**src/sv/msort_ram.sv**
```systemverilog
// Generic RAM for the merge sorter: one write port, two read ports, registered read data.
// No dependencies.
`timescale 1ns / 1ps

module msort_ram #(
	parameter int WIDTH = 32,
	parameter int DEPTH = 64,
	localparam int AW = (DEPTH > 1) ? $clog2(DEPTH) : 1
) (
	input  logic             clk,
	input  logic             wr_en,
	input  logic [AW-1:0]    wr_addr,
	input  logic [WIDTH-1:0] wr_data,
	input  logic [AW-1:0]    rd_addr_a,
	input  logic [AW-1:0]    rd_addr_b,
	output logic [WIDTH-1:0] rd_data_a,
	output logic [WIDTH-1:0] rd_data_b
);

	logic [WIDTH-1:0] mem_q [DEPTH];
	logic [WIDTH-1:0] rd_data_a_q;
	logic [WIDTH-1:0] rd_data_b_q;

	// Write port and both registered read ports.
	always_ff @(posedge clk) begin
		if (wr_en) begin
			mem_q[wr_addr] <= wr_data;
		end
		rd_data_a_q <= mem_q[rd_addr_a];
		rd_data_b_q <= mem_q[rd_addr_b];
	end

	assign rd_data_a = rd_data_a_q;
	assign rd_data_b = rd_data_b_q;

endmodule

```
**config.mk**
```make
export PLATFORM = sky130hd
export DESIGN_NAME = msort_ram
export DESIGN_NICKNAME = d
export VERILOG_FILES = /design/src/sv/msort_ram.sv
export SDC_FILE = /design/constraint.sdc
export NUM_CORES = 2
export LEC_CHECK = 0
export BUFFER_PORTS_ARGS = -buffer_cell sky130_fd_sc_hd__buf_2
export CORE_MARGIN = 2
export CORE_UTILIZATION = 57
export CTS_CLUSTER_SIZE = 30
export DETAILED_ROUTE_END_ITERATION = 8
export PLACE_DENSITY = 0.82
export SETUP_SLACK_MARGIN = 0.2
export SYNTH_ARGS = -nofsm -noshare
export SYNTH_HDL_FRONTEND = slang
export SYNTH_SLANG_ARGS = --single-unit
```
**constraint.sdc**
```tcl
create_clock -name clk -period 4.1 [get_ports clk]
set_clock_uncertainty 0.1 [all_clocks]
set_input_delay 0.82 -clock clk [delete_from_list [all_inputs] [get_ports clk]]
set_output_delay 0.82 -clock clk [all_outputs]
set_load 0.02 [all_outputs]
```
==> impl_results.md <==
- Die height: roughly 410 um
- Synth Cell Area: approximately 96,000 um^2
- Root Driver: clkbuf_16
- Clock power share: between 30% and 40%
- Share of cells above drive strength 1: between 40% and 50%
- Slew Limit Fails: 0
- Status: finished, final reports clean
- DRC: 0
- Crit path DAT: ~3.7 ns
- Ports: approximately 120
- Sequential element share of the synthesized area: around two thirds
- Final period demand of the worst path: 3.09 ns
- Switching power: 10,800 uW
- Total internal power: approximately 36,000 uW
- Die area: 171,000 um^2
- Max layer used: met5
- Clk buf depth: 3
- PwrDens: 432 nW/um^2
- Tcrit/Tclk final: 75.4%
- Number of H-tree levels: 4
- RSZ-0062 raised after global routing: false
- Routed vias: 55,600
- Largest net degree at the start of global routing: 65
- Routed Antenna Nets: 0
- Sequential share of power: 51.4%
- Final hold vios: 0
- Row count: 150
- DR WL/cell: ~42 um
- Hold Crit Depth: 2
- DRT Pass-1 Iters: 6
- Worst path required time: 4.70 ns
- LEAKAGE: 0.0343 uW
- Fin Hold WS: 0.354 ns
- Nets: 4,759
- Clock slew at reported path FFs: 0.06 ns
- Peak VDD IR: 344 uV
- Worst setup path class: in -> reg
- Gate power share: under 10%
- Total negative slack: 0 ns
- GRT Overall Usage: 35.3%
- Simple logic cell fraction of the synthesized area: under 10%
- Max_cap viols: 0
- Pin slew with the least headroom to its limit: 1.39 ns
- Placer Congestion: 0.875
- Cells on worst reg2reg path: 4
- Main combinational cell family by area after synthesis: multiplexers
- CTS-repair resized insts: 0
- Area Growth Syn to Fin: 13.3%
- Vias per inst: between 7 and 8
- Cells taking the most area after synthesis: edfxtp_1 (64%), mux4_2 (26%), mux2i_1 (2.1%), dfxtp_1 (1.3%), a22oi_1 (0.67%)
- Yosys cell types: 38
- Antenna violations before repair: 32
- Total wire length: about 300 mm
- Post-DP HPWL: 168 mm
- Post-Synthesis Cells: 4,412
- Net Sw Frac: 23.1%
- Hold Crit Class: in -> reg
- Core Region: ~170,000 um^2
- Syn nets: between 4,000 and 5,000
- Drt first-iter violations: about 9,600
- Wire length on met1: roughly 91 mm
- Setup crit start kind: input port
- Synth Area in Adders: 0%
- #FFs+latches synth: 2,112
- Post-synth top area share: between 60 and 70%
- Wire length of the first global-routing pass: 418 mm
- Post-CTS Setup Inserts: 0
- Number of global-route vias before repair: between 50,000 and 60,000
- Met3 Wirelength: a little over 50 mm
- Layout fillers: 9,962
- Ys Warns: 0
- CP endpoint kind: register
- CTS Hold Bufs: 0
- Port Buffers: 115
- Proportion of synthesized area in mux cells: between 20% and 30%
- Synth Area in XOR/XNOR: 0%
- Chip Width: 414 um
- Num Clock Sinks: between 2,000 and 2,500
- Rel. slew slack: 7.14%
- Worst Path Max Fanout: 25
- Cell taking the most area after synthesis: edfxtp_1
- Met2 wire length: 135 mm
- CTS tree: yes
- Total global routing overflow: 0
- Skew-Pair Late Insertion Delay: 0.89 ns
- Mean Syn Cell Area: 21.7 um^2
- Achievable Freq: 0.324 GHz
- Final Power: between 40,000 and 50,000 uW
- Synth Area in Compound Gates: 2.39%
- Finish-stage setup viols: 0
- Num CTS Buffers: around 200
- Initial Utilization: 57.3%
-- stage by stage --
| step | cells | area [um^2] | worst slack (ns) | utilization (%) |
|---|---|---|---|---|
| final | 7102 | 108000 | 1.01 | 65.0 |
| after global routing | 7096 | 108000 | 0.976 | 65.0 |
| after detailed placement | 6707 | 102000 | 0.176 | 61.0 |
| after CTS | 7088 | 108000 | 1.08 | 65.0 |
| after global placement | 6707 | 102000 | 0.189 | 61.0 |
| after floorplan | 4412 | 95700 | 0.683 | - |
-- cell usage in the layout, fill, tap and decap left out, types with 15 or more instances in the layout --
cell / n
edfxtp_1: 2048
mux4_2: 1124
mux2i_1: 204
clkbuf_16: 204
buf_4: 201
buf_12: 125
buf_2: 105
nand2_1: 92
a22oi_1: 85
dfxtp_1: 64
nor2_4: 63
a21oi_1: 58
o22ai_1: 56
clkbuf_1: 45
clkinv_2: 43
clkinv_1: 39
mux2_2: 36
nor2_1: 31
o21ai_1: 31
o211ai_1: 27
o21ai_0: 18
nor2b_1: 16
o221ai_1: 16
bufinv_16: 16
a211oi_1: 15
-- layer usage --
metal,vias to the layer above,GRT usage [%]
met5,-,0
met4,42,20.5
met3,1291,13.5
met2,5594,52.3
met1,28500,45.0
li1,20100,-
-- registers in the layout, indices dropped and copies added, names as in the netlist --
signal / flops
rd_data_b: 32
rd_data_a: 32
mem_q: 2048
-- power by group through the flow --
stage / Clock [uW] / Sequential [uW] / Combinational, uW
floorplan: 0 / 24500 / 2290
global placement: 0 / 24500 / 3880
detailed placement: 0 / 24500 / 3950
CTS: 18700 / 24100 / 4010
global route: 19400 / 24100 / 4230
finish: 18700 / 24100 / 4100
-- cell families (layout without fill, tap and decap cells) --
family / Yosys count / count (layout)
AO/OA/AOI/OAI: 340 / 340
AND/OR/NAND/NOR: 248 / 248
buffers and inverters: 348 / 820
flip-flops: 2112 / 2112
other: 0 / 14
multiplexers: 1364 / 1364
-- final timing paths --
path                            to  slack [ns]                     from
min reg2reg  rd_data_a[21]$_DFF_P_        0.78  mem_q[36][21]$_DFFE_PP_
min          rd_data_a[17]$_DFF_P_        0.35             rd_addr_a[4]
max reg2reg  rd_data_b[30]$_DFF_P_        1.56  mem_q[34][30]$_DFFE_PP_
max          rd_data_b[16]$_DFF_P_        1.01             rd_addr_b[0]
-- cells in the mapped netlist, drive strengths merged --
cell,n
nor2,94
clkbuf,135
mux4,1124
a21oi,58
a211oi,15
a22oi,85
or3b,2
mux2i,204
nand4,2
edfxtp,2048
dfxtp,64
or3,2
or2,3
o21ai,49
nor3,3
o211a,1
and2,6
nand3b,6
inv,1
nand4b,1
nand3,9
o221ai,16
a221oi,13
o41ai,1
o22ai,56
a32oi,9
mux2,36
nand2b,8
nor2b,19
o211ai,27
buf,212
nand2,93
a21boi,1
o32a,9
-- cell type report --
class | instances | area (um^2) | share of cell area, %
clock inverter | 119 | 1090 | 1.00
antenna | 14 | 35.0 | 0.0323
inverter | 1 | 3.75 | 0.00346
multi-input combinational | 1952 | 31700 | 29.2
sequential | 2112 | 62800 | 57.9
tap | 2204 | 2760 | 2.54
clock buffer | 262 | 5450 | 5.03
timing repair buffer | 438 | 4640 | 4.28
-- worst max-delay path: stages --
cell	delay (ns)
buf_8	0.33
buf_12	0.27
buf_4	0.22
buf_4	0.19
mux4_2	0.52
mux4_2	0.49
o22ai_1	0.56
a21oi_1	0.22
(Power assumes the default switching activity.)
